### src/rtl/core/plic_pkg.sv
package plic_pkg;

  // Function codes of an input transaction
  localparam logic [1:0] FuncRead  = 2'd0;
  localparam logic [1:0] FuncWrite = 2'd1;
  localparam logic [1:0] FuncLine  = 2'd2;

  localparam logic [3:0] AccessSize = 4'd4;

  // Address map (byte offsets in the register window)
  localparam logic [25:0] PendBase = 26'h000_1000;
  localparam logic [25:0] EnBaseM  = 26'h000_2000;
  localparam logic [25:0] EnBaseS  = 26'h000_2080;
  localparam logic [25:0] ThrM     = 26'h020_0000;
  localparam logic [25:0] ThrS     = 26'h020_1000;
  localparam logic [25:0] ClmM     = 26'h020_0004;
  localparam logic [25:0] ClmS     = 26'h020_1004;
  localparam logic [25:0] AddrLast = 26'h3FF_FFFC;

  // Context codes
  localparam logic CtxM = 1'b0;
  localparam logic CtxS = 1'b1;

  typedef struct packed {
    logic [1:0]  func;
    logic [25:0] addr;
    logic [3:0]  size;
    logic [31:0] wdata;
    logic        line_level;
    logic [9:0]  line_id;
  } req_t;

  typedef struct packed {
    logic [31:0] rdata;
    logic        fault;
    logic        irq_m;
    logic        irq_s;
  } rsp_t;

  typedef enum logic [3:0] {
    K_NONE,
    K_FAULT,
    K_PRIO_RD,
    K_PRIO_WR,
    K_PEND_RD,
    K_EN_RD,
    K_EN_WR,
    K_THR_RD,
    K_THR_WR,
    K_CLAIM,
    K_COMPLETE,
    K_LINE
  } kind_e;

  // Classified command handed from the front end to the back end
  typedef struct packed {
    kind_e       kind;
    logic        ctx;
    logic [9:0]  idx;
    logic [31:0] wdata;
    logic        level;
  } cmd_t;

endpackage

### src/rtl/core/plic_if.sv
interface plic_req_if;
  import plic_pkg::*;
  logic valid;
  logic ready;
  req_t data;
  modport source (output valid, output data, input ready);
  modport sink (input valid, input data, output ready);
endinterface

interface plic_rsp_if;
  import plic_pkg::*;
  logic valid;
  logic ready;
  rsp_t data;
  modport source (output valid, output data, input ready);
  modport sink (input valid, input data, output ready);
endinterface

### src/rtl/core/plic_ram.sv
module plic_ram #(
  parameter int WIDTH = 3,
  parameter int DEPTH = 64
) (
  input  logic                     clk_i,
  input  logic                     we_i,
  input  logic [$clog2(DEPTH)-1:0] addr_i,
  input  logic [WIDTH-1:0]         wdata_i,
  output logic [WIDTH-1:0]         rdata_o
);
  logic [WIDTH-1:0] mem_q [DEPTH];
  logic [WIDTH-1:0] rdata_q;

  // single port, registered read
  always_ff @(posedge clk_i) begin
    if (we_i) begin
      mem_q[addr_i] <= wdata_i;
    end
    rdata_q <= mem_q[addr_i];
  end

  assign rdata_o = rdata_q;
endmodule

### src/rtl/core/plic_front.sv
module plic_front #(
  parameter int NUM_SOURCES = 63
) (
  plic_req_if.sink        req_i,
  input  logic            full_i,
  output logic            push_o,
  output plic_pkg::cmd_t  cmd_o
);
  import plic_pkg::*;

  localparam int NumWords = (NUM_SOURCES + 32) / 32;
  localparam logic [25:0] PrioEnd = 26'(4 * (NUM_SOURCES + 1));
  localparam logic [25:0] WordSpan = 26'(4 * NumWords);
  localparam logic [25:0] PendEnd = PendBase + WordSpan;
  localparam logic [25:0] EnEndM = EnBaseM + WordSpan;
  localparam logic [25:0] EnEndS = EnBaseS + WordSpan;

  logic        wr;
  logic [25:0] addr;
  logic [25:0] off_p;
  logic [25:0] off_m;
  logic [25:0] off_s;
  logic        cid_ok;
  logic        lid_ok;

  assign req_i.ready = ~full_i;
  assign push_o = req_i.valid & ~full_i;

  assign addr   = req_i.data.addr;
  assign wr     = (req_i.data.func == FuncWrite);
  assign off_p  = addr - PendBase;
  assign off_m  = addr - EnBaseM;
  assign off_s  = addr - EnBaseS;
  assign cid_ok = (req_i.data.wdata != 32'd0) &&
                  (req_i.data.wdata <= 32'(NUM_SOURCES));
  assign lid_ok = (req_i.data.line_id != 10'd0) &&
                  (req_i.data.line_id <= 10'(NUM_SOURCES));

  // address decode and classification
  always_comb begin
    cmd_o.kind  = K_NONE;
    cmd_o.ctx   = CtxM;
    cmd_o.idx   = 10'd0;
    cmd_o.wdata = req_i.data.wdata;
    cmd_o.level = req_i.data.line_level;
    case (req_i.data.func)
      FuncRead, FuncWrite: begin
        if (req_i.data.size != AccessSize || addr > AddrLast) begin
          cmd_o.kind = K_FAULT;
        end else if (addr < PrioEnd) begin
          cmd_o.idx = addr[11:2];
          if (!wr) begin
            cmd_o.kind = K_PRIO_RD;
          end else if (addr[11:2] != 10'd0) begin
            cmd_o.kind = K_PRIO_WR;
          end
        end else if (addr >= PendBase && addr < PendEnd) begin
          cmd_o.idx = off_p[11:2];
          if (!wr) begin
            cmd_o.kind = K_PEND_RD;
          end
        end else if (addr >= EnBaseM && addr < EnEndM) begin
          cmd_o.idx  = off_m[11:2];
          cmd_o.kind = wr ? K_EN_WR : K_EN_RD;
        end else if (addr >= EnBaseS && addr < EnEndS) begin
          cmd_o.idx  = off_s[11:2];
          cmd_o.ctx  = CtxS;
          cmd_o.kind = wr ? K_EN_WR : K_EN_RD;
        end else if (addr == ThrM || addr == ThrS) begin
          cmd_o.ctx  = (addr == ThrS) ? CtxS : CtxM;
          cmd_o.kind = wr ? K_THR_WR : K_THR_RD;
        end else if (addr == ClmM || addr == ClmS) begin
          cmd_o.ctx = (addr == ClmS) ? CtxS : CtxM;
          cmd_o.idx = req_i.data.wdata[9:0];
          if (!wr) begin
            cmd_o.kind = K_CLAIM;
          end else if (cid_ok) begin
            cmd_o.kind = K_COMPLETE;
          end
        end
      end
      FuncLine: begin
        cmd_o.idx = req_i.data.line_id;
        if (lid_ok) begin
          cmd_o.kind = K_LINE;
        end
      end
      default: begin
        cmd_o.kind = K_NONE;
      end
    endcase
  end
endmodule

### src/rtl/core/plic_fifo.sv
module plic_fifo (
  input  logic            clk_i,
  input  logic            rst_ni,
  input  logic            push_i,
  input  plic_pkg::cmd_t  cmd_i,
  output logic            full_o,
  input  logic            pop_i,
  output logic            vld_o,
  output plic_pkg::cmd_t  cmd_o
);
  import plic_pkg::*;

  cmd_t       mem_q [2];
  logic       wptr_q, wptr_d;
  logic       rptr_q, rptr_d;
  logic [1:0] cnt_q, cnt_d;

  assign full_o = (cnt_q == 2'd2);
  assign vld_o  = (cnt_q != 2'd0);
  assign cmd_o  = mem_q[rptr_q];

  always_comb begin
    wptr_d = wptr_q ^ push_i;
    rptr_d = rptr_q ^ pop_i;
    cnt_d  = cnt_q + 2'(push_i) - 2'(pop_i);
  end

  always_ff @(posedge clk_i or negedge rst_ni) begin
    if (!rst_ni) begin
      wptr_q <= 1'b0;
      rptr_q <= 1'b0;
      cnt_q  <= 2'd0;
    end else begin
      wptr_q <= wptr_d;
      rptr_q <= rptr_d;
      cnt_q  <= cnt_d;
    end
  end

  // queue storage
  always_ff @(posedge clk_i) begin
    if (push_i) begin
      mem_q[wptr_q] <= cmd_i;
    end
  end
endmodule

### src/rtl/core/plic_back.sv
module plic_back #(
  parameter int NUM_SOURCES   = 63,
  parameter int PRIORITY_BITS = 3
) (
  input  logic            clk_i,
  input  logic            rst_ni,
  input  logic            vld_i,
  input  plic_pkg::cmd_t  cmd_i,
  output logic            pop_o,
  plic_rsp_if.source      rsp_o
);
  import plic_pkg::*;

  localparam int NumWords = (NUM_SOURCES + 32) / 32;
  localparam int NumBits  = NumWords * 32;
  localparam int SrcW     = $clog2(NumBits);
  localparam int PaW      = $clog2(NUM_SOURCES + 1);
  localparam int WW       = (NumWords > 1) ? $clog2(NumWords) : 1;
  localparam int PB       = PRIORITY_BITS;

  typedef enum logic [2:0] {
    S_IDLE,
    S_APPLY,
    S_PRD,
    S_SCAN,
    S_LAST,
    S_DONE
  } state_e;

  state_e                    state_q;
  cmd_t                      cmd_q;
  logic [NumBits-1:0]        pend_q;
  logic [NumBits-1:0]        clm_q;
  logic [1:0][NumBits-1:0]   en_q;
  logic [1:0][PB-1:0]        thr_q;
  logic [1:0][PaW-1:0]       cid_q;
  logic [NUM_SOURCES:0]      pvld_q;
  logic [31:0]               rdata_q;
  logic                      fault_q;
  logic                      rvld_q;
  logic [PaW-1:0]            scan_q;
  logic                      s1_vld_q;
  logic [PaW-1:0]            s1_src_q;
  logic                      s1_pv_q;
  logic [1:0][1:0]           cnt_q;
  logic [1:0][PaW-1:0]       first_q;
  logic [PaW-1:0]            best_q;
  logic [PB-1:0]             bp_q;
  logic                      out_vld_q;
  rsp_t                      out_q;

  logic                      ram_we;
  logic [PaW-1:0]            ram_addr;
  logic [PB-1:0]             ram_rdata;
  logic [PB-1:0]             prio_s1;
  logic [SrcW-1:0]           src_s1;
  logic [1:0]                elig;
  logic [SrcW-1:0]           cmd_src;
  logic [PaW-1:0]            cmd_pidx;
  logic [WW+4:0]             wbase;
  logic [31:0]               en_mask;
  logic                      out_free;
  logic [PaW-1:0]            best_eff;
  logic [1:0]                irq;
  logic                      claim_hit;

  plic_ram #(
    .WIDTH(PB),
    .DEPTH(NUM_SOURCES + 1)
  ) u_prio_ram (
    .clk_i  (clk_i),
    .we_i   (ram_we),
    .addr_i (ram_addr),
    .wdata_i(cmd_q.wdata[PB-1:0]),
    .rdata_o(ram_rdata)
  );

  assign cmd_src  = cmd_q.idx[SrcW-1:0];
  assign cmd_pidx = cmd_q.idx[PaW-1:0];
  assign wbase    = {cmd_q.idx[WW-1:0], 5'd0};
  assign pop_o    = (state_q == S_IDLE) && vld_i;
  assign out_free = !out_vld_q || rsp_o.ready;

  // priority memory port: writes and single reads in APPLY, scan reads after
  assign ram_we   = (state_q == S_APPLY) && (cmd_q.kind == K_PRIO_WR);
  assign ram_addr = (state_q == S_SCAN) ? scan_q : cmd_pidx;

  // enable write mask: only sources 1..NUM_SOURCES exist
  always_comb begin
    for (int b = 0; b < 32; b++) begin
      en_mask[b] = ((32'(wbase) + 32'(b)) <= 32'(NUM_SOURCES)) &&
                   !(cmd_q.idx[WW-1:0] == '0 && b == 0);
    end
  end

  // eligibility of the source returned by the memory
  assign prio_s1 = s1_pv_q ? ram_rdata : '0;
  assign src_s1  = SrcW'(s1_src_q);
  always_comb begin
    for (int c = 0; c < 2; c++) begin
      elig[c] = pend_q[src_s1] && en_q[c][src_s1] && !clm_q[src_s1] &&
                (prio_s1 > thr_q[c]);
    end
  end

  // irq after the item: the claimed source drops out of the count
  assign claim_hit = (cmd_q.kind == K_CLAIM) && (best_q != '0);
  assign best_eff  = (cmd_q.kind == K_CLAIM) ? best_q : '0;
  always_comb begin
    for (int c = 0; c < 2; c++) begin
      irq[c] = (cnt_q[c] == 2'd2) || ((cnt_q[c] == 2'd1) && (first_q[c] != best_eff));
    end
  end

  always_ff @(posedge clk_i or negedge rst_ni) begin
    if (!rst_ni) begin
      state_q   <= S_IDLE;
      pend_q    <= '0;
      clm_q     <= '0;
      en_q      <= '0;
      thr_q     <= '0;
      cid_q     <= '0;
      pvld_q    <= '0;
      s1_vld_q  <= 1'b0;
      out_vld_q <= 1'b0;
      cnt_q     <= '0;
      first_q   <= '0;
      best_q    <= '0;
      bp_q      <= '0;
      scan_q    <= '0;
      rvld_q    <= 1'b0;
      rdata_q   <= '0;
      fault_q   <= 1'b0;
      s1_src_q  <= '0;
      s1_pv_q   <= 1'b0;
      cmd_q     <= '0;
      out_q     <= '0;
    end else begin
      if (out_vld_q && rsp_o.ready) begin
        out_vld_q <= 1'b0;
      end

      // scan evaluation stage
      if (s1_vld_q) begin
        for (int c = 0; c < 2; c++) begin
          if (elig[c]) begin
            if (cnt_q[c] == 2'd0) begin
              first_q[c] <= s1_src_q;
            end
            if (cnt_q[c] != 2'd2) begin
              cnt_q[c] <= cnt_q[c] + 2'd1;
            end
          end
        end
        if (elig[cmd_q.ctx] && prio_s1 > bp_q) begin
          bp_q   <= prio_s1;
          best_q <= s1_src_q;
        end
      end

      case (state_q)
        S_IDLE: begin
          if (vld_i) begin
            cmd_q   <= cmd_i;
            rdata_q <= '0;
            fault_q <= 1'b0;
            state_q <= S_APPLY;
          end
        end
        S_APPLY: begin
          case (cmd_q.kind)
            K_FAULT:   fault_q <= 1'b1;
            K_PRIO_WR: pvld_q[cmd_pidx] <= 1'b1;
            K_PRIO_RD: rvld_q <= pvld_q[cmd_pidx];
            K_PEND_RD: rdata_q <= pend_q[wbase +: 32];
            K_EN_RD:   rdata_q <= en_q[cmd_q.ctx][wbase +: 32];
            K_EN_WR:   en_q[cmd_q.ctx][wbase +: 32] <= cmd_q.wdata & en_mask;
            K_THR_RD:  rdata_q <= 32'(thr_q[cmd_q.ctx]);
            K_THR_WR:  thr_q[cmd_q.ctx] <= cmd_q.wdata[PB-1:0];
            K_COMPLETE: begin
              clm_q[cmd_src] <= 1'b0;
              if (!pend_q[cmd_src]) begin
                cid_q[cmd_q.ctx] <= '0;
              end
            end
            K_LINE: begin
              pend_q[cmd_src] <= cmd_q.level;
              if (!cmd_q.level) begin
                clm_q[cmd_src] <= 1'b0;
              end
            end
            default: ;
          endcase
          scan_q  <= PaW'(1);
          cnt_q   <= '0;
          first_q <= '0;
          best_q  <= '0;
          bp_q    <= '0;
          state_q <= (cmd_q.kind == K_PRIO_RD) ? S_PRD : S_SCAN;
        end
        S_PRD: begin
          rdata_q <= rvld_q ? 32'(ram_rdata) : 32'd0;
          state_q <= S_SCAN;
        end
        S_SCAN: begin
          s1_vld_q <= 1'b1;
          s1_src_q <= scan_q;
          s1_pv_q  <= pvld_q[scan_q];
          scan_q   <= scan_q + PaW'(1);
          if (scan_q == PaW'(NUM_SOURCES)) begin
            state_q <= S_LAST;
          end
        end
        S_LAST: begin
          s1_vld_q <= 1'b0;
          state_q  <= S_DONE;
        end
        S_DONE: begin
          if (out_free) begin
            out_vld_q     <= 1'b1;
            out_q.fault   <= fault_q;
            out_q.irq_m   <= irq[CtxM];
            out_q.irq_s   <= irq[CtxS];
            // claim returns the winner, or the last claim value when empty
            out_q.rdata   <= (cmd_q.kind != K_CLAIM) ? rdata_q :
                             claim_hit ? 32'(best_q) : 32'(cid_q[cmd_q.ctx]);
            if (claim_hit) begin
              clm_q[SrcW'(best_q)] <= 1'b1;
              cid_q[cmd_q.ctx]     <= best_q;
            end
            state_q <= S_IDLE;
          end
        end
        default: state_q <= S_IDLE;
      endcase
    end
  end

  assign rsp_o.valid = out_vld_q;
  assign rsp_o.data  = out_q;

`ifndef SYNTH
  a_src0_prio_unwritten: assert property (@(posedge clk_i) disable iff (!rst_ni)
    !pvld_q[0]) else $error("priority of source 0 was written");

  a_en_bit0_clear: assert property (@(posedge clk_i) disable iff (!rst_ni)
    !en_q[0][0] && !en_q[1][0]) else $error("enable bit 0 set");

  a_done_leaves: assert property (@(posedge clk_i) disable iff (!rst_ni)
    (state_q == S_DONE) && out_free |=> (state_q == S_IDLE) && out_vld_q)
    else $error("finished transaction not delivered");
`endif
endmodule

### src/rtl/core/platform_interrupt_controller.sv
// Two-context platform interrupt controller (machine and supervisor).
// req_i carries one transaction per valid/ready handshake: a 32-bit bus
// read, a bus write or a change of one source line. rsp_o returns exactly
// one response per request, in order: read data, an access fault flag and
// both contexts' interrupt lines as they stand after the transaction.
// A two-entry command queue separates the address decoder from the
// execution unit, so requests are taken while earlier ones execute.
// Each transaction passes through the execution unit in steps: it is
// taken from the queue, the update is applied, a priority read also
// fetches its value from memory, every source is checked in turn through
// the single read port of the priority memory to find claim winners and
// the interrupt lines, the scan is drained and the response registered.
// The unit takes no new transaction until the last one's response is registered.
// Reset clears all priorities, pending, claimed, enable, threshold and
// claim state at once and empties the queue and the response register.
// If the receiver stalls, the response register holds its transaction,
// one more finished result waits in the execution unit, and the queue
// fills up before req_i.ready drops.
module platform_interrupt_controller #(
  parameter int NUM_SOURCES   = 63,
  parameter int PRIORITY_BITS = 3
) (
  input  logic        clk_i,
  input  logic        rst_ni,
  plic_req_if.sink    req_i,
  plic_rsp_if.source  rsp_o
);
  import plic_pkg::*;

  logic push;
  logic full;
  logic pop;
  logic cmd_vld;
  cmd_t cmd_in;
  cmd_t cmd_out;

  plic_front #(
    .NUM_SOURCES(NUM_SOURCES)
  ) u_front (
    .req_i (req_i),
    .full_i(full),
    .push_o(push),
    .cmd_o (cmd_in)
  );

  plic_fifo u_fifo (
    .clk_i (clk_i),
    .rst_ni(rst_ni),
    .push_i(push),
    .cmd_i (cmd_in),
    .full_o(full),
    .pop_i (pop),
    .vld_o (cmd_vld),
    .cmd_o (cmd_out)
  );

  plic_back #(
    .NUM_SOURCES  (NUM_SOURCES),
    .PRIORITY_BITS(PRIORITY_BITS)
  ) u_back (
    .clk_i (clk_i),
    .rst_ni(rst_ni),
    .vld_i (cmd_vld),
    .cmd_i (cmd_out),
    .pop_o (pop),
    .rsp_o (rsp_o)
  );
endmodule
### src/flat_wrapper.sv
// flat-port wrapper written by rule: the top's interface ports become plain ports
module platform_interrupt_controller_flat import plic_pkg::*;
#(
  parameter int NUM_SOURCES   = 63,
  parameter int PRIORITY_BITS = 3
)
  (clk_i, rst_ni, req_i_valid, req_i_data, req_i_ready, rsp_o_valid, rsp_o_data, rsp_o_ready);
  plic_req_if req_i_i ();
  plic_rsp_if rsp_o_i ();
  input  logic clk_i;
  input  logic rst_ni;
  input wire logic [$bits(req_i_i.valid)-1:0] req_i_valid;
  input wire logic [$bits(req_i_i.data)-1:0] req_i_data;
  output wire logic [$bits(req_i_i.ready)-1:0] req_i_ready;
  output wire logic [$bits(rsp_o_i.valid)-1:0] rsp_o_valid;
  output wire logic [$bits(rsp_o_i.data)-1:0] rsp_o_data;
  input wire logic [$bits(rsp_o_i.ready)-1:0] rsp_o_ready;
  assign req_i_i.valid = req_i_valid;
  assign req_i_i.data = req_i_data;
  assign req_i_ready = req_i_i.ready;
  assign rsp_o_valid = rsp_o_i.valid;
  assign rsp_o_data = rsp_o_i.data;
  assign rsp_o_i.ready = rsp_o_ready;
  platform_interrupt_controller #(.NUM_SOURCES(NUM_SOURCES), .PRIORITY_BITS(PRIORITY_BITS)) u_core (.clk_i(clk_i), .rst_ni(rst_ni), .req_i(req_i_i), .rsp_o(rsp_o_i));
endmodule
### config.mk
export PLATFORM = sky130hd
export DESIGN_NAME = platform_interrupt_controller_flat
export DESIGN_NICKNAME = d
export VERILOG_FILES = /design/src/rtl/core/plic_pkg.sv /design/src/rtl/core/plic_if.sv /design/src/rtl/core/plic_ram.sv /design/src/rtl/core/plic_front.sv /design/src/rtl/core/plic_fifo.sv /design/src/rtl/core/plic_back.sv /design/src/rtl/core/platform_interrupt_controller.sv /design/src/flat_wrapper.sv
export SDC_FILE = /design/constraint.sdc
export NUM_CORES = 1
export LEC_CHECK = 0
export BUFFER_PORTS_ARGS = -buffer_cell sky130_fd_sc_hd__buf_2
export CAP_MARGIN = 10
export CORE_MARGIN = 2
export CORE_UTILIZATION = 63
export CTS_CLUSTER_DIAMETER = 60
export DETAILED_ROUTE_END_ITERATION = 16
export GPL_TIMING_DRIVEN = 0
export PLACE_DENSITY = 0.83
export SLEW_MARGIN = 10
export SYNTH_ARGS = -nofsm -noshare
export SYNTH_HDL_FRONTEND = slang
export SYNTH_SLANG_ARGS = --single-unit
### constraint.sdc
create_clock -name clk_i -period 3.8 [get_ports clk_i]
set_input_delay 0.57 -clock clk_i [delete_from_list [all_inputs] [get_ports clk_i]]
set_output_delay 0.57 -clock clk_i [all_outputs]
set_load 0.01 [all_outputs]
==> flow_summary.json, run 1 <==
{
  "status": "complete, but fails checks",
  "violated_checks": "setup timing",
  "groute.usage.overall": 0.4084,
  "timing.critical_path.cells": "buf_2 -> clkbuf_4 -> mux2_2 -> buf_2 -> nor3_2 -> clkbuf_1 -> a22oi_1 -> nand4_1 -> a2111oi_1 -> nand4_1",
  "p_comb_frac": 0.272,
  "number_of_max_cap_violations": 0,
  "cp-start-kind": "flop",
  "postRouteWirelength_um": 120600,
  "clkSinkCount": 781,
  "slew_at_the_pin_with_the_worst_max_slew_slack_ns": 1.129,
  "clockPowerShare": 0.329,
  "crit_family": "buffers and inverters",
  "detailed_place_hpwl_um": 85240,
  "num_rows": 88,
  "post_syn_area_um2": 36590,
  "tritoncts_clock_tree": "yes",
  "cts-buffers-inserted": 81,
  "worstHoldEndpoint": "u_core.u_fifo.mem_q[0][17]$_DFFE_PP_",
  "finalWorstPathRequiredPeriod_ns": 3.876,
  "clock_transition_at_the_register_clock_pins_on_the_worst_setup_and_hold_paths_after_cts_ns": 0.06,
  "min_path_type": "in -> reg",
  "netSwitchingFraction": 0.3481,
  "intPower_mw": 16.17,
  "htreeDepth": 3,
  "power-per-cell-area_nw_per_um2": 600.9,
  "layout_setup_ws_ns": -0.07569,
  "critical_path_start_end_classification": "reg -> reg",
  "cts-root-to-sink-buffers": 3,
  "fp.coreArea_um2": 57590,
  "vias": 28246,
  "drt_drc_violations_left": 0,
  "fin_area_um2": 41290,
  "ys_seq_area_frac": 0.5721,
  "io_pins": 116,
  "maxSlewViolCount": 0,
  "worstHoldStart": "req_i_data[27]",
  "r2r_cells": 10,
  "drtIter0Drc": 3809,
  "cp_num_buf_inv": 4,
  "vdd_ir_drop_max_mv": 0.4587,
  "final.setup_skew_ns": 0.03463,
  "post_route_setup_tns_ns": -0.07569,
  "clock_tree.root_cell": "sky130_fd_sc_hd__clkbuf_16",
  "worstSetupEndpointType": "flop",
  "critical_path.reg2reg.startpoint": "u_core.u_back.cmd_pidx[1]$_DFFE_PN0P_",
  "fmax_mhz": 258.0,
  "fillers": 3874,
  "min_period_over_period": 1.020,
  "crit_arrival_ns": 4.36,
  "number_of_global_route_vias_before_repair": 28228,
  "crit_fanout": 10,
  "layout.cells.most_common_list": "494 x sky130_fd_sc_hd__dfrtp_1, 349 x sky130_fd_sc_hd__nand2_1, 280 x sky130_fd_sc_hd__edfxtp_1",
  "synth_seq_cells": 781,
  "grt_first_pass_wirelength_um": 179600,
  "power.total_mw": 24.81,
  "synth_enable_flop_cells": 280,
  "area_delta_synth_final_pct": 12.85,
  "power.net_switching_mw": 8.637,
  "timing.final.setup_violations": 1,
  "globalRouteOverflowTotal": 0,
  "initial_core_util": 0.6354,
  "synthesis.yosys.warnings": 0,
  "regToRegSetupSlack_ns": -0.08,
  "drive_above_1_share": 0.2018,
  "route.antenna.remaining_nets": 0,
  "worst_ep_required_time_ns": 4.28,
  "max-slew-margin-rel": 0.2415,
  "numPortBuffers": 115,
  "floorplan.die.width_um": 245.0,
  "pwr-share-seq": 0.399,
  "syn_inst": 3018,
  "final_hold_viol_count": 0,
  "die-area_um2": 60020,
  "cp_slowest_stage_delay_ns": 0.62,
  "drt-pass1-iter-count": 6,
  "standard_cell_with_the_maximum_stage_delay_on_the_critical_path": "sky130_fd_sc_hd__a2111oi_1",
  "maximum_number_of_pins_on_one_net_before_global_route_repair": 114,
  "mostFrequentLayoutCell": "sky130_fd_sc_hd__dfrtp_1",
  "synth_cell_types": 69,
  "hold_depth": 1,
  "routed_via_count_divided_by_cell_count": 6.955,
  "clock_latency_ns": 0.67,
  "synth_async_sr_flop_share": 0.6376,
  "finalWeightedCongestion": 1.051,
  "detailed_place.area_um2": 38390,
  "synth_flop_cell": "sky130_fd_sc_hd__dfrtp_1",
  "leakage_nw": 16.49,
  "regToRegEndpoint": "u_core.u_back.u_prio_ram.rdata_o[0]$_DFF_P_",
  "routed_length_per_placed_instance_um": 29.69,
  "mappedNetlistNets": 3117,
  "num-nets-final": 3328,
  "avgSynthCellArea_um2": 12.12,
  "die_h_um": 245.0,
  "grt_antenna_before_repair": 3
}
## metrics by stage
stage          hold slack (ns)  utilization  setup WS (ns)  cells
3_5_place_dp            0.4517       0.6667        -0.4660   3909
4_1_cts                 0.1018       0.7156       -0.03210   4059
5_1_grt                 0.1071       0.7170      -0.004621   4060
6_report                0.1176       0.7170       -0.07569   4061
2_1_floorplan           0.2744            -          1.065   3018
3_3_place_gp            0.4599       0.6620         -7.472   3898
## logic make-up (layout without fill, tap and decap cells)
| kind of cell | Yosys count | count (layout) | synth area share |
|---|---|---|---|
| muxes | 502 | 502 | 0.1833 |
| DFF | 781 | 781 | 0.5721 |
| buffers and inverters | 228 | 505 | 0.02695 |
| AOI/OAI and AO/OA | 653 | 653 | 0.1091 |
| adders and majority gates | 20 | 20 | 0.006839 |
| xor gates and xnor gates | 10 | 10 | 0.002394 |
| and+or+nand+nor | 824 | 824 | 0.09931 |
| other | 0 | 1 | 0 |
## what timing repair did
action,CTS,global route
gates resized for setup,24,19
pin swaps,0,1
buffers inserted,0,1
endpoints found under the hold margin,27,0
hold buffers,1,0
setup endpoints to repair,46,21
## flip-flops by register name, summed over array words and instances, names as in the netlist, 3 cells and up
signal / cells
u_core.u_back.thr_q: 6
u_core.u_back.rsp_o.data: 35
u_core.u_back.rdata_q: 32
u_core.u_back.bp_q: 3
u_core.u_back.en_q: 128
u_core.u_back.s1_src_q: 6
u_core.u_fifo.mem_q: 88
u_core.u_back.pend_q: 64
u_core.u_back.cmd_q: 38
u_core.u_back.u_prio_ram.mem_q: 192
u_core.u_back.best_q: 6
u_core.u_back.cid_q: 12
u_core.u_back.cmd_pidx: 6
u_core.u_back.state_q: 3
u_core.u_back.scan_q: 6
u_core.u_back.cnt_q: 4
u_core.u_back.clm_q: 64
u_core.u_back.first_q: 12
u_core.u_back.pvld_q: 64
u_core.u_back.u_prio_ram.rdata_o: 3
## power by group through the flow
stage,registers (mW),clock network [mW],logic [mW]
3_5_place_dp,10.0,0,6.32
4_1_cts,9.87,8.14,6.45
6_report,9.90,8.16,6.75
5_1_grt,9.94,8.48,7.01
3_3_place_gp,10.1,0,6.04
2_1_floorplan,9.86,0,3.92
## routing by layer
layer | wire (µm) | global-route usage
met5 | 12 | 0
met4 | 8692 | 0.2511
met1 | 44150 | 0.5338
met3 | 13310 | 0.1018
met2 | 54420 | 0.6206
## area by class of cell
type                    instances  area (µm²)  area share
diodes                          1       2.502  0.00006061
plain buffers                 204       935.9     0.02267
clock buffers                 122        2405     0.05824
clock inverters                27       335.3    0.008121
inverters                      24       90.09    0.002182
multi-input cells            2009       14780      0.3580
flip-flops and latches        781       20940      0.5071
well taps                     765       957.2     0.02318
repair buffers                128       845.8     0.02049
## worst max-delay path by stage
stage	start	to	slack (ns)	cells after the start
after floorplan	req_i_data[50]	u_core.u_fifo.mem_q[0][45]$_DFFE_PP_	1.06	9
after global placement	rst_ni	u_core.u_back.cnt_q[0]$_DFFE_PN0P_	-7.47	1
after detailed placement	u_core.u_back.s1_src_q[1]$_DFFE_PN0P_	u_core.u_back.first_q[0]$_DFFE_PN0P_	-0.47	11
after CTS	u_core.u_back.s1_src_q[0]$_DFFE_PN0P_	u_core.u_back.first_q[0]$_DFFE_PN0P_	-0.03	13
after global routing	u_core.u_back.s1_src_q[0]$_DFFE_PN0P_	u_core.u_back.first_q[0]$_DFFE_PN0P_	-0.005	14
final	u_core.u_back.cmd_pidx[1]$_DFFE_PN0P_	u_core.u_back.u_prio_ram.rdata_o[0]$_DFF_P_	-0.08	10
## synthesized netlist by cell type, drive strengths merged (8+ instances only)
| library cell | count | share of area |
|---|---|---|
| inv | 24 | 0.0025 |
| nand4 | 36 | 0.0062 |
| nand3 | 46 | 0.0063 |
| a21oi | 138 | 0.019 |
| nor3 | 24 | 0.0037 |
| nor2b | 26 | 0.0044 |
| a22o | 18 | 0.0043 |
| nor2 | 250 | 0.026 |
| mux4 | 112 | 0.069 |
| nand2 | 350 | 0.036 |
| o21ai | 250 | 0.034 |
| xnor2 | 9 | 0.0022 |
| a22oi | 64 | 0.013 |
| nor4 | 17 | 0.0029 |
| mux2 | 215 | 0.066 |
| mux2i | 175 | 0.048 |
| o21bai | 62 | 0.013 |
| clkbuf | 133 | 0.014 |
| a211oi | 17 | 0.0035 |
| dfrtp | 498 | 0.34 |
| edfxtp | 280 | 0.23 |
| nand2b | 16 | 0.0027 |
| and2 | 24 | 0.0041 |
| a221o | 8 | 0.0022 |
| a221oi | 17 | 0.0041 |
| buf | 71 | 0.011 |
| o221ai | 8 | 0.0019 |
| a31oi | 19 | 0.0032 |
| o22ai | 13 | 0.0022 |
| ha | 20 | 0.0068 |
Power figures use the tool's default switching activity.
==> run 2: changes to the inputs <==
--- a/config.mk
+++ b/config.mk
@@ -13,6 +13,7 @@
 export DETAILED_ROUTE_END_ITERATION = 16
 export GPL_TIMING_DRIVEN = 0
 export PLACE_DENSITY = 0.83
+export RECOVER_POWER = 25
 export SLEW_MARGIN = 10
 export SYNTH_ARGS = -nofsm -noshare
 export SYNTH_HDL_FRONTEND = slang
==> flow_summary.json, run 2 (synthesized netlist as in run 1, its figures left out) <==
{
  "status": "complete, but fails checks",
  "violated_checks": "capacitance limit, slew limit, setup timing",
  "number_of_max_cap_violations": 4,
  "globalRouteOverflowTotal": 0,
  "htreeDepth": 3,
  "crit_arrival_ns": 4.35,
  "timing.final.setup_violations": 1,
  "min_path_type": "in -> reg",
  "clock_transition_at_the_register_clock_pins_on_the_worst_setup_and_hold_paths_after_cts_ns": 0.06,
  "global_route.usage.met1": 0.5338,
  "place.detailed.instances": 3909,
  "regToRegEndpoint": "u_core.u_back.u_prio_ram.rdata_o[0]$_DFF_P_",
  "finalNonFillerCells": 4061,
  "maxSlewViolCount": 159,
  "maximum_number_of_pins_on_one_net_before_global_route_repair": 114,
  "slew_at_the_pin_with_the_worst_max_slew_slack_ns": 2.120,
  "power-per-cell-area_nw_per_um2": 602.0,
  "regToRegSetupSlack_ns": -0.07,
  "drive_above_1_share": 0.1897,
  "floorplan.die.width_um": 245.0,
  "final_hold_viol_count": 0,
  "fin_area_um2": 41180,
  "num-nets-final": 3328,
  "leakage_nw": 16.37,
  "drtIter0Drc": 3763,
  "pwr-share-seq": 0.400,
  "gr-usage-met3": 0.1018,
  "standard_cell_with_the_maximum_stage_delay_on_the_critical_path": "sky130_fd_sc_hd__a2111oi_1",
  "final.setup_skew_ns": 0.03718,
  "cp_slowest_stage_delay_ns": 0.63,
  "clockPowerShare": 0.329,
  "groute.usage.overall": 0.4084,
  "fp.coreArea_um2": 57590,
  "clock_tree.root_cell": "sky130_fd_sc_hd__clkbuf_16",
  "critical_path_start_end_classification": "reg -> reg",
  "grt_first_pass_wirelength_um": 179600,
  "drt-pass1-iter-count": 9,
  "layout.cells.most_common_list": "497 x sky130_fd_sc_hd__dfrtp_1, 349 x sky130_fd_sc_hd__nand2_1, 280 x sky130_fd_sc_hd__edfxtp_1",
  "postRouteWirelength_um": 120600,
  "hold_slack_ns": 0.1508,
  "mostFrequentLayoutCell": "sky130_fd_sc_hd__dfrtp_1",
  "tritoncts_clock_tree": "yes",
  "clock_latency_ns": 0.67,
  "num_rows": 88,
  "routed_via_count_divided_by_cell_count": 6.951,
  "grt_most_used_layer": "met2",
  "finalWeightedCongestion": 1.051,
  "worstSetupEndpointType": "flop",
  "power.net_switching_mw": 8.637,
  "cts-buffers-inserted": 81,
  "layout_top_registers": "u_core.u_back.u_prio_ram.mem_q (192), u_core.u_back.en_q (128), u_core.u_fifo.mem_q (88)",
  "worstHoldStart": "req_i_data[27]",
  "die_h_um": 245.0,
  "cts-root-to-sink-buffers": 3,
  "die-area_um2": 60020,
  "fmax_mhz": 258.7,
  "cp_num_buf_inv": 4,
  "max_flop_register": "u_core.u_back.u_prio_ram.mem_q",
  "vdd_ir_drop_max_mv": 0.4609,
  "worst_ep_required_time_ns": 4.28,
  "routed_length_per_placed_instance_um": 29.70,
  "drt_drc_violations_left": 0,
  "hold_depth": 1,
  "power.total_mw": 24.79,
  "cp-start-kind": "flop",
  "detailed_place_hpwl_um": 85240,
  "route.antenna.remaining_nets": 0,
  "crit_fanout": 10,
  "critical_path.reg2reg.startpoint": "u_core.u_back.cmd_pidx[1]$_DFFE_PN0P_",
  "clkSinkCount": 781,
  "largest_reg_flops": 192,
  "r2r_cells": 10,
  "number_of_global_route_vias_before_repair": 28228,
  "detailed_place.area_um2": 38390,
  "detailedPlace.worstSlack_ns": -0.4660,
  "max-slew-margin-rel": -0.4130,
  "timing.critical_path.cells": "buf_2 -> clkbuf_4 -> mux2_2 -> buf_2 -> nor3_2 -> clkbuf_1 -> a22oi_1 -> nand4_1 -> a2111oi_1 -> nand4_1",
  "worstHoldEndpoint": "u_core.u_fifo.mem_q[0][17]$_DFFE_PP_",
  "netSwitchingFraction": 0.3484,
  "intPower_mw": 16.15,
  "grt_antenna_before_repair": 3,
  "vias": 28227,
  "layout_setup_ws_ns": -0.06557,
  "min_period_over_period": 1.017,
  "area_delta_synth_final_pct": 12.56,
  "crit_family": "buffers and inverters",
  "numPortBuffers": 115,
  "initial_core_util": 0.6354,
  "met2_resource_use_gr": 0.6206,
  "finalWorstPathRequiredPeriod_ns": 3.866,
  "p_comb_frac": 0.271,
  "io_pins": 116
}
## run 2: cell types whose count changed in the layout (fill, tap and decap cells not counted)
cell                       change
sky130_fd_sc_hd__clkbuf_1     +37
sky130_fd_sc_hd__buf_2        -33
sky130_fd_sc_hd__buf_12        -3
sky130_fd_sc_hd__dfrtp_1       +3
sky130_fd_sc_hd__dfrtp_2       -3
sky130_fd_sc_hd__buf_8         -1
## run 2: timing repair
item	in CTS	in global routing
resized for setup	24	19
endpoints found under the hold margin	27	0
hold buffers	1	0
buffers inserted	0	1
setup endpoints to repair	46	21
pin swaps	0	1
## run 2: power groups by stage
stage          Combinational, mW  Clock, mW  Sequential (mW)
5_1_grt                     6.98       8.48             9.94
4_1_cts                     6.45       8.14             9.87
3_5_place_dp                6.32          0             10.0
6_report                    6.73       8.16             9.91
3_3_place_gp                6.04          0             10.1
2_1_floorplan               3.92          0             9.86
## run 2: layer usage
layer  vias up  part of all wire
li1      11594                 -
met1     14022              0.37
met2      2124              0.45
met3       485              0.11
met4         2             0.071
met5         -          0.000099
## run 2: stage by stage
| step | setup TNS, ns | utilization |
|---|---|---|
| after global routing | -0.004621 | 0.7151 |
| final | -0.06557 | 0.7152 |
| after CTS | -0.03210 | 0.7156 |
| after floorplan | 0 | - |
| after detailed placement | -8.029 | 0.6667 |
| after global placement | -3808.10 | 0.6620 |
## run 2: worst max path at each step
stage | cells past startpoint | slack [ns] | startpoint | to
floorplan | 9 | 1.06 | req_i_data[50] | u_core.u_fifo.mem_q[0][45]$_DFFE_PP_
global placement | 1 | -7.47 | rst_ni | u_core.u_back.cnt_q[0]$_DFFE_PN0P_
detailed placement | 11 | -0.47 | u_core.u_back.s1_src_q[1]$_DFFE_PN0P_ | u_core.u_back.first_q[0]$_DFFE_PN0P_
CTS | 13 | -0.03 | u_core.u_back.s1_src_q[0]$_DFFE_PN0P_ | u_core.u_back.first_q[0]$_DFFE_PN0P_
global route | 14 | -0.005 | u_core.u_back.s1_src_q[0]$_DFFE_PN0P_ | u_core.u_back.first_q[0]$_DFFE_PN0P_
finish | 10 | -0.07 | u_core.u_back.cmd_pidx[1]$_DFFE_PN0P_ | u_core.u_back.u_prio_ram.rdata_o[0]$_DFF_P_
## run 2: layout make-up
cell class                 count  area [µm²]
multi-input combinational   2009       14780
tap                          765       957.2
antenna                        1       2.502
fill                        3909       16400
clock inverter                27       335.3
inverter                      24       90.09
timing repair buffer         128       744.5
buffer                       204       935.9
clock buffer                 122        2405
sequential                   781       20930
